<file path="config.mk">
export PLATFORM = sky130hd
export DESIGN_NAME = lrme_ram
export DESIGN_NICKNAME = d
export VERILOG_FILES = /design/src/rtl/lrme_ram.sv
export SDC_FILE = /design/constraint.sdc
export NUM_CORES = 1
export LEC_CHECK = 0
export BUFFER_PORTS_ARGS = -buffer_cell sky130_fd_sc_hd__buf_2
export CAP_MARGIN = 15
export CORE_MARGIN = 4
export CORE_UTILIZATION = 25
export DETAILED_ROUTE_END_ITERATION = 10
export GPL_ROUTABILITY_DRIVEN = 0
export SETUP_SLACK_MARGIN = 0.1
export SLEW_MARGIN = 20
export SYNTH_ARGS = -nofsm -noshare
export SYNTH_HDL_FRONTEND = slang
export SYNTH_SLANG_ARGS = --single-unit
</file>
<file path="constraint.sdc">
create_clock -name clk -period 1.9 [get_ports clk]
set_clock_uncertainty 0.1 [all_clocks]
set_input_delay 0.38 -clock clk [delete_from_list [all_inputs] [get_ports clk]]
set_output_delay 0.38 -clock clk [all_outputs]
set_load 0.1 [all_outputs]
</file>
<file path="src/rtl/lrme_ram.sv">
`timescale 1ns / 1ps
module lrme_ram #(
	parameter int WIDTH = 8,
	parameter int DEPTH = 16
) (
	input  logic clk,
	input  logic we,
	input  logic [$clog2(DEPTH)-1:0] waddr,
	input  logic [WIDTH-1:0] wdata,
	input  logic [$clog2(DEPTH)-1:0] raddr,
	output logic [WIDTH-1:0] rdata
);
	logic [WIDTH-1:0] mem [DEPTH];
	always_ff @(posedge clk) begin
		if (we) mem[waddr] <= wdata;
		rdata <= mem[raddr];
	end
endmodule

</file>
# [Word level (Yosys, flattened, before mapping)]
# Memories as Yosys holds them, arrays and structs flattened. A register that Yosys moved wholly into a read port is not among the register bits.
# Index checks and enable logic that the tools add are counted.
[op_classes] bitwise=0 shifts=0 n_reduce_logical=0 div_mod_pow=0 magnitude_cmp=0 addsub=0 mul=0 eq_ne=0 muxes=2
[ops] cell="1-bit two-way mux" n=2
[totals] ram_bits=128 elab_cells=3 rom_bits=0 out_inout_bits=8 reg_bits=0 in_bits=18 latchBits=0 mem_count=1
[memory_table] name="mem" words=16 word_bits=8 rd=1 rd_clocked_by_memory_dff=1 write_ports=1 line_no="13" text="logic [WIDTH-1:0] mem [DEPTH];"

# [Logic depth before layout (Yosys ltp)]
# Gate-level depths: netlist of the first run.
[logic_depth] depth_word=2 ltp_mapped=5 depth_no_buf=3

# [Worst setup path after synthesis of the first run]
# OpenSTA, ideal clock, no wires.
[synth_timing] path_kind="input to register" start="input port waddr[2]" end="memory mem[0][0] (enable)" required_ps=1417 slack_ps=-73 n_path_buf=0 t_arrival_ps=1490 setup_time_ps=383 path_stages=2 cell_sequence="or3b_2 > nor3_1"
[synth_lines] item="start: declaration" line_no="8" text="input logic [$clog2(DEPTH)-1:0] waddr,"
[synth_lines] item="end: declaration" line_no="13"
# No word-level cell before the write port.

# [Worst setup path after layout of the first run]
[layout_timing] start="register rdata[0] (read register of mem)" end="output port rdata[0]"
[layout_lines] item="start: declaration" line_no="11" text="output logic [WIDTH-1:0] rdata"
# No word-level cell between the ends.

==> results.sh, run 1 <==
export IMPL_total_power_mw=7.13
export IMPL_clk_latency_ns=0.41
export IMPL_power_share_sequential_pct=47.4
export IMPL_syn_area_per_cell_sq_um=22.5
export IMPL_use_met3_pct=3.21
export IMPL_slew_headroom_pct=49.8
export IMPL_max_freq_ghz=0.575
export IMPL_globalRouteMet1Util_pct=13.8
export IMPL_min_period_ns=1.74
export IMPL_pwr_density_cell_nw_per_um2=1130
export IMPL_ctsHoldBuffers=0
export IMPL_synthMostInstantiatedCell="edfxtp_1"
export IMPL_cts_num_sinks=136
export IMPL_final_period_utilization_pct=91.5
export IMPL_hold_viol=0
export IMPL_die_w_microns=151
export IMPL_cts_buffer_depth=2
export IMPL_ys_types=19
export IMPL_synth_top_area_share_pct=74.7
export IMPL_globalRouteMet2Util_pct=14.4
export IMPL_multi_input_area_sq_um=1060
export IMPL_setup_viol=0
export IMPL_status="completed"
export IMPL_max_stage_delay_ns=0.46
export IMPL_tightestPinTransition_ns=0.751
export IMPL_p_leak_nw=2.11
export IMPL_final_nets=303
export IMPL_coreArea_sq_um=20200
export IMPL_rows=52
export IMPL_grt_pass1_vias=2602
export IMPL_cts_tree="built"
export IMPL_seq_area_sq_um=4000
export IMPL_start_kind="register"
export IMPL_sw_frac_of_total_pct=21.9
export IMPL_vias_per_cell=4.32
export IMPL_pwr_share_clk_pct=46.1
export IMPL_io_pins=26
export IMPL_grt_pass1_wl_microns=16000
export IMPL_remaining_drc_errors=0
export IMPL_seq_area_frac_synth_pct=77.8
export IMPL_ff2ff_setup_slack_ns=0.46
export IMPL_drt_initial_drc_count=156
export IMPL_clock_root_buffer="clkbuf_16"
export IMPL_ys_warn_count=0
export IMPL_drv_cap=0
export IMPL_synth_flop_cell="edfxtp_1"
export IMPL_syn_inst=229
export IMPL_hpwlAfterDp_microns=6980
export IMPL_async_reset_ff_share_pct=0
export IMPL_critPathRequiredTime_ns=1.42
export IMPL_clkTransAtPathRegs_ns=0.06
export IMPL_synth_seq_cells=136
export IMPL_worst_slack_ns=0.161
export IMPL_critical_path_top_delay_family="buffers and inverters"
export IMPL_grt_max_degree=21
export IMPL_cts_made_buffers=17
export IMPL_switchingPower_mw=1.56
export IMPL_synth_largest_area_cell="edfxtp_1"
export IMPL_cp_max_fo=1
export IMPL_max_vdd_ir_drop_mv=0.589
export IMPL_die_area_sq_um=22900
export IMPL_crit_path_cell_trace="buf_2"
export IMPL_wire_per_inst_microns=18.1
export IMPL_crit_arrival_ns=1.26
export IMPL_crit_type="reg -> out"
export IMPL_portBuffers=25
export IMPL_rsz0062_at_grt="no"
export IMPL_cp_end_kind="output port"
export IMPL_dr_pass1_iters=4
export IMPL_holdPathStages=1
export IMPL_synth_edf_count=128
export IMPL_antenna_found_initial=0
export IMPL_die_h_microns=151
export IMPL_hp_class="in -> reg"
export IMPL_ctsResizeCount=0
export IMPL_combPwrFrac_pct=6.5
export IMPL_start_util_pct=25.4
export IMPL_grt_busiest_layer="met2"
export IMPL_drive_gt1_share_pct=32.6
export IMPL_pre_cts_ws_ns=-0.0222
export IMPL_timing_rr_end="rdata[7]"
export IMPL_netlist_area_sq_um=5150
export IMPL_nFillCells=1947
export IMPL_cp_num_buf_inv=1
export IMPL_slew_viol_final=0
export IMPL_ant_nets=0
export IMPL_ys_top_cells_by_count="edfxtp_1, mux4_2, a22oi_1, mux4_1, nor2_1"
export IMPL_grt_usage_pct=9.80
export IMPL_totalWireLength_microns=10300
export IMPL_vias=2451
export IMPL_antenna_cells=0
export IMPL_grt_overflow_total=0
export IMPL_crit_path_top_delay_cell="buf_2"
export IMPL_cts_htree_levels=4
export IMPL_p_int_mw=5.57
export IMPL_ys_top_cells_by_area="edfxtp_1, mux4_2, mux4_1"
export IMPL_min_to="mem[5][6]"
export IMPL_synth_nets=247
export IMPL_r2r_start="mem[3][7]"
export IMPL_ff2ff_path_depth=3
export IMPL_post_cts_buffers=0
export IMPL_area_delta_synth_final_pct=23.1
export IMPL_min_from="wdata[6]"
## sequential cells by signal (all words and copies together), names as in the netlist
| register | cells |
|---|---|
| mem | 128 |
| rdata | 8 |
## cells in the final DEF, fill, tap and decap left out, types with 8 or more instances in the layout
cell type / n
mux4_2: 18
edfxtp_1: 128
buf_2: 25
buf_4: 19
clkbuf_16: 17
dfxtp_1: 8
a22oi_1: 16
nor2_1: 13
mux4_1: 14
nand2_1: 9
## power groups by stage
stage	Sequential, mW	Combinational, mW	Clock, mW
after CTS	3.38	0.473	3.36
after detailed placement	3.44	0.474	0
after global placement	3.44	0.461	0
final	3.38	0.464	3.29
after floorplan	3.58	0.171	0
after global routing	3.39	0.498	3.50
## metrics by stage
stage	cell area (sq um)	instances	util (%)	TNS (ns)	hold slack, ns
floorplan	5150	229	-	0	0.379
global placement	5730	536	28.3	-0.0115	0.564
detailed placement	5730	536	28.3	-0.0222	0.576
CTS	6330	568	31.3	0	0.239
global route	6330	568	31.3	0	0.256
finish	6330	568	31.3	0	0.255
## worst max-delay path by stage
stage          startpoint   endpoint  slack (ns)  depth (start not counted)
4_1_cts          rdata[0]   rdata[0]        0.12                          1
3_3_place_gp     raddr[0]   rdata[5]       -0.01                          6
6_report         rdata[0]   rdata[0]        0.16                          1
2_1_floorplan    waddr[2]  mem[3][0]        0.15                          2
3_5_place_dp     raddr[0]   rdata[5]       -0.02                          6
5_1_grt          rdata[0]   rdata[0]        0.11                          1
## logic make-up after synthesis
family                 count (synthesis)  synth area share, %
multiplexers                          32                 15.0
flip-flops                           136                 77.8
AO/OA/AOI/OAI                         16                 2.33
AND/OR/NAND/NOR                       35                 3.18
buffers and inverters                 10                 1.68
## per-layer routing
metal | up-vias | share of wire [%]
met4 | 0 | 1.2
met2 | 79 | 46
met1 | 1266 | 47
met5 | - | 0
li1 | 1092 | -
met3 | 14 | 5.4
## layout make-up
class                   count  share of cell area, %
flip-flops and latches    136                   63.2
multi-input cells          83                   16.8
clock buffers              18                   6.77
clock inverters            14                   2.75
repair buffers             47                   5.17
well taps                 270                   5.33
Power figures use the tool's default switching activity.
==> inputs of run 2 (changes only) <==
--- a/config.mk
+++ b/config.mk
@@ -7,6 +7,7 @@
 export LEC_CHECK = 0
 export BUFFER_PORTS_ARGS = -buffer_cell sky130_fd_sc_hd__buf_2
 export CAP_MARGIN = 15
+export CORE_ASPECT_RATIO = 1.5
 export CORE_MARGIN = 4
 export CORE_UTILIZATION = 25
 export DETAILED_ROUTE_END_ITERATION = 10
==> results.sh, run 2 (same netlist as run 1, synthesis figures left out) <==
export IMPL_final_nets=303
export IMPL_critical_path_top_delay_family="buffers and inverters"
export IMPL_ant_nets=0
export IMPL_start_util_pct=25.3
export IMPL_cp_max_fo=1
export IMPL_antenna_cells=0
export IMPL_cts_htree_levels=4
export IMPL_ff2ff_setup_slack_ns=0.43
export IMPL_place_inst=530
export IMPL_grt_overflow_total=0
export IMPL_grt_max_degree=33
export IMPL_cp_depth=1
export IMPL_cts_buffer_depth=2
export IMPL_switchingPower_mw=1.51
export IMPL_drt_initial_drc_count=149
export IMPL_pre_cts_ws_ns=-0.0185
export IMPL_die_area_sq_um=23000
export IMPL_pwr_density_cell_nw_per_um2=1120
export IMPL_sw_frac_of_total_pct=21.3
export IMPL_rsz0062_at_grt="no"
export IMPL_clkTransAtPathRegs_ns=0.05
export IMPL_power_share_sequential_pct=47.6
export IMPL_drv_cap=0
export IMPL_hpwlAfterDp_microns=7070
export IMPL_top_regs="mem: 128 flops, rdata: 8 flops"
export IMPL_coreArea_sq_um=20300
export IMPL_cts_made_buffers=17
export IMPL_timing_rr_end="rdata[1]"
export IMPL_io_pins=26
export IMPL_max_vdd_ir_drop_mv=0.602
export IMPL_min_to="mem[14][7]"
export IMPL_clk_latency_ns=0.41
export IMPL_critPathRequiredTime_ns=1.42
export IMPL_status="completed"
export IMPL_p_leak_nw=2.12
export IMPL_cp_num_buf_inv=1
export IMPL_drive_gt1_share_pct=32.9
export IMPL_post_cts_buffers=0
export IMPL_nFillCells=2006
export IMPL_dr_pass1_iters=4
export IMPL_largest_reg_flops=128
export IMPL_slew_viol_final=0
export IMPL_grt_pass1_vias=2596
export IMPL_r2r_start="mem[1][1]"
export IMPL_clock_root_buffer="clkbuf_16"
export IMPL_totalWireLength_microns=10500
export IMPL_antenna_found_initial=0
export IMPL_portBuffers=25
export IMPL_ctsResizeCount=0
export IMPL_finalNonFillerCells=562
export IMPL_holdPathStages=1
export IMPL_remaining_drc_errors=0
export IMPL_final_cell_mix="edfxtp_1, buf_2, buf_4, mux4_2, clkbuf_16"
export IMPL_max_stage_delay_ns=0.45
export IMPL_hold_viol=0
export IMPL_grt_usage_pct=9.65
export IMPL_crit_arrival_ns=1.22
export IMPL_wire_per_inst_microns=18.7
export IMPL_area_delta_synth_final_pct=22.8
export IMPL_die_h_microns=184
export IMPL_slew_headroom_pct=66.4
export IMPL_start_kind="register"
export IMPL_cts_num_sinks=136
export IMPL_max_freq_ghz=0.587
export IMPL_worst_slack_ns=0.196
export IMPL_p_int_mw=5.59
export IMPL_vias_per_cell=4.33
export IMPL_crit_type="reg -> out"
export IMPL_setup_viol=0
export IMPL_crit_path_top_delay_cell="buf_2"
export IMPL_min_from="wdata[7]"
export IMPL_die_w_microns=125
export IMPL_tightestPinTransition_ns=0.508
export IMPL_combPwrFrac_pct=6.4
export IMPL_final_common_cell="edfxtp_1"
export IMPL_final_period_utilization_pct=89.7
export IMPL_ff2ff_path_depth=3
export IMPL_vias=2435
export IMPL_hp_class="in -> reg"
export IMPL_cp_end_kind="output port"
export IMPL_pwr_share_clk_pct=46.0
export IMPL_largest_register="mem"
export IMPL_grt_pass1_wl_microns=16300
export IMPL_cts_tree="built"
export IMPL_rows=64
export IMPL_crit_path_cell_trace="buf_2"
export IMPL_ctsHoldBuffers=0
export IMPL_min_period_ns=1.70
==> run 2: cell type report <==
class	count	area, sq um	area share, %
clock buffer	19	443	7.01
clock inverter	13	154	2.43
multi-input combinational	83	1060	16.8
sequential	136	4000	63.3
tap	264	330	5.23
timing repair buffer	47	328	5.19
==> run 2: metal layers <==
layer	vias up	wire length [microns]	global-route usage (%)
li1	1083	-	-
met1	1279	4350	11.4
met2	60	5670	16.9
met3	13	331	2.56
met4	0	133	3.65
met5	-	0	0
==> run 2: how the worst max path moves through the flow <==
stage / startpoint / slack [ns] / end
2_1_floorplan: waddr[2] / 0.15 / mem[3][0]
3_3_place_gp: raddr[0] / -0.01 / rdata[2]
3_5_place_dp: raddr[0] / -0.02 / rdata[1]
4_1_cts: rdata[7] / 0.15 / rdata[7]
5_1_grt: rdata[7] / 0.13 / rdata[7]
6_report: rdata[7] / 0.20 / rdata[7]
==> run 2: power groups by stage <==
stage               clock (mW)  sequential [mW]  combinational, mW
floorplan                    0             3.58              0.171
global placement             0             3.44              0.459
detailed placement           0             3.44              0.466
CTS                       3.32             3.38              0.467
global route              3.48             3.38              0.493
finish                    3.26             3.38              0.458
==> run 2: stage by stage <==
| step | setup TNS (ns) | area, sq um | utilization, % | hold WS (ns) | power [mW] |
|---|---|---|---|---|---|
| floorplan | 0 | 5150 | - | 0.379 | 3.75 |
| global placement | -0.0138 | 5720 | 28.1 | 0.549 | 3.90 |
| detailed placement | -0.0235 | 5720 | 28.1 | 0.553 | 3.91 |
| CTS | 0 | 6320 | 31.1 | 0.235 | 7.17 |
| global route | 0 | 6320 | 31.1 | 0.250 | 7.36 |
| finish | 0 | 6320 | 31.1 | 0.249 | 7.10 |
==> inputs of run 3 (changes only) <==
--- a/config.mk
+++ b/config.mk
@@ -12,6 +12,7 @@
 export CORE_UTILIZATION = 25
 export DETAILED_ROUTE_END_ITERATION = 10
 export GPL_ROUTABILITY_DRIVEN = 0
+export PLACE_DENSITY_LB_ADDON = 0.15
 export SETUP_SLACK_MARGIN = 0.1
 export SLEW_MARGIN = 20
 export SYNTH_ARGS = -nofsm -noshare
==> results.sh, run 3 (same netlist as run 1, synthesis figures left out) <==
export IMPL_status="completed"
export IMPL_vias_per_cell=4.30
export IMPL_worst_slack_ns=0.175
export IMPL_die_w_microns=125
export IMPL_cp_num_buf_inv=1
export IMPL_die_area_sq_um=23000
export IMPL_clkTransAtPathRegs_ns=0.07
export IMPL_grt_pass1_wl_microns=17200
export IMPL_dr_pass1_iters=5
export IMPL_vias=2440
export IMPL_grt_usage_pct=10.4
export IMPL_fin_hold_ws_ns=0.259
export IMPL_drive_gt1_share_pct=34.3
export IMPL_hpwlAfterDp_microns=8150
export IMPL_setup_viol=0
export IMPL_total_power_mw=7.25
export IMPL_cts_buffer_depth=2
export IMPL_cp_end_kind="output port"
export IMPL_post_cts_buffers=0
export IMPL_finalNonFillerCells=567
export IMPL_remaining_drc_errors=0
export IMPL_holdPathStages=1
export IMPL_critPathLaunch="rdata[2]"
export IMPL_slew_viol_final=0
export IMPL_pre_cts_ws_ns=-0.0498
export IMPL_ant_nets=0
export IMPL_tns_ns=0
export IMPL_pwr_density_cell_nw_per_um2=1130
export IMPL_min_period_ns=1.72
export IMPL_totalWireLength_microns=11400
export IMPL_grt_max_degree=17
export IMPL_cp_max_fo=1
export IMPL_max_vdd_ir_drop_mv=0.603
export IMPL_cts_num_sinks=136
export IMPL_r2r_start="mem[1][5]"
export IMPL_clk_latency_ns=0.41
export IMPL_ff2ff_setup_slack_ns=0.44
export IMPL_cts_tree="built"
export IMPL_start_kind="register"
export IMPL_area_delta_synth_final_pct=24.2
export IMPL_crit_type="reg -> out"
export IMPL_critPathRequiredTime_ns=1.42
export IMPL_final_common_cell="edfxtp_1"
export IMPL_crit_path_cell_trace="buf_2"
export IMPL_tightestPinTransition_ns=0.831
export IMPL_rows=64
export IMPL_critical_path_top_delay_family="buffers and inverters"
export IMPL_ctsHoldBuffers=0
export IMPL_grt_pass1_vias=2691
export IMPL_cts_made_buffers=17
export IMPL_largest_reg_flops=128
export IMPL_final_period_utilization_pct=90.8
export IMPL_ff2ff_path_depth=3
export IMPL_drv_cap=0
export IMPL_cp_endpoint="rdata[2]"
export IMPL_max_freq_ghz=0.580
export IMPL_final_cell_mix="edfxtp_1, buf_2, buf_4, mux4_2, clkbuf_16"
export IMPL_crit_arrival_ns=1.24
export IMPL_drt_initial_drc_count=210
export IMPL_rsz0062_at_grt="no"
export IMPL_start_util_pct=25.3
export IMPL_top_regs="mem: 128 flops, rdata: 8 flops"
export IMPL_slew_headroom_pct=44.5
export IMPL_max_stage_delay_ns=0.45
export IMPL_antenna_found_initial=0
export IMPL_crit_path_top_delay_cell="buf_2"
export IMPL_cp_depth=1
export IMPL_p_leak_nw=2.16
export IMPL_io_pins=26
export IMPL_final_nets=308
export IMPL_timing_rr_end="rdata[5]"
export IMPL_hp_class="in -> reg"
export IMPL_wire_per_inst_microns=20.1
export IMPL_largest_register="mem"
export IMPL_ctsResizeCount=0
export IMPL_antenna_cells=0
export IMPL_hold_viol=0
export IMPL_die_h_microns=184
export IMPL_clock_root_buffer="clkbuf_16"
export IMPL_grt_overflow_total=0
export IMPL_cts_htree_levels=4
export IMPL_place_inst=535
export IMPL_portBuffers=25
export IMPL_coreArea_sq_um=20300
run 3: changes by cell type in the layout (fill, tap and decap cells not counted), sizes merged:
cell	before	now
clkinv	8	6
buf	47	52
inv	1	5
clkbuf	19	17
run 3: cell type report:
| type | count | area (sq um) |
|---|---|---|
| clock buffer | 17 | 425 |
| clock inverter | 15 | 193 |
| fill | 2002 | 13900 |
| multi-input combinational | 83 | 1060 |
| sequential | 136 | 4000 |
| tap | 264 | 330 |
| timing repair buffer | 52 | 378 |
run 3: worst min-delay path by stage:
stage	start	endpoint
4_1_cts	wdata[0]	mem[3][0]
2_1_floorplan	wdata[0]	mem[0][0]
6_report	wdata[0]	mem[3][0]
3_5_place_dp	mem[14][0]	rdata[0]
5_1_grt	wdata[0]	mem[3][0]
3_3_place_gp	mem[12][7]	rdata[7]
run 3: power by group:
| part | total [mW] | switching, mW | internal, mW |
|---|---|---|---|
| clock | 3.40 | 1.30 | 2.10 |
| sequential | 3.37 | 0.0214 | 3.35 |
| combinational | 0.478 | 0.330 | 0.148 |
| total | 7.25 | 1.65 | 5.60 |
run 3: metal layers:
metal	GRT usage, %	part of all wire [%]
met5	0	0
met4	4.30	1.6
met3	2.33	2.3
met2	19.3	57
met1	11.5	40
run 3: stage by stage:
step / utilization (%) / cell area [sq um]
after floorplan: - / 5150
after global placement: 28.4 / 5770
after detailed placement: 28.4 / 5770
after CTS: 31.4 / 6390
after global routing: 31.4 / 6390
final: 31.4 / 6390
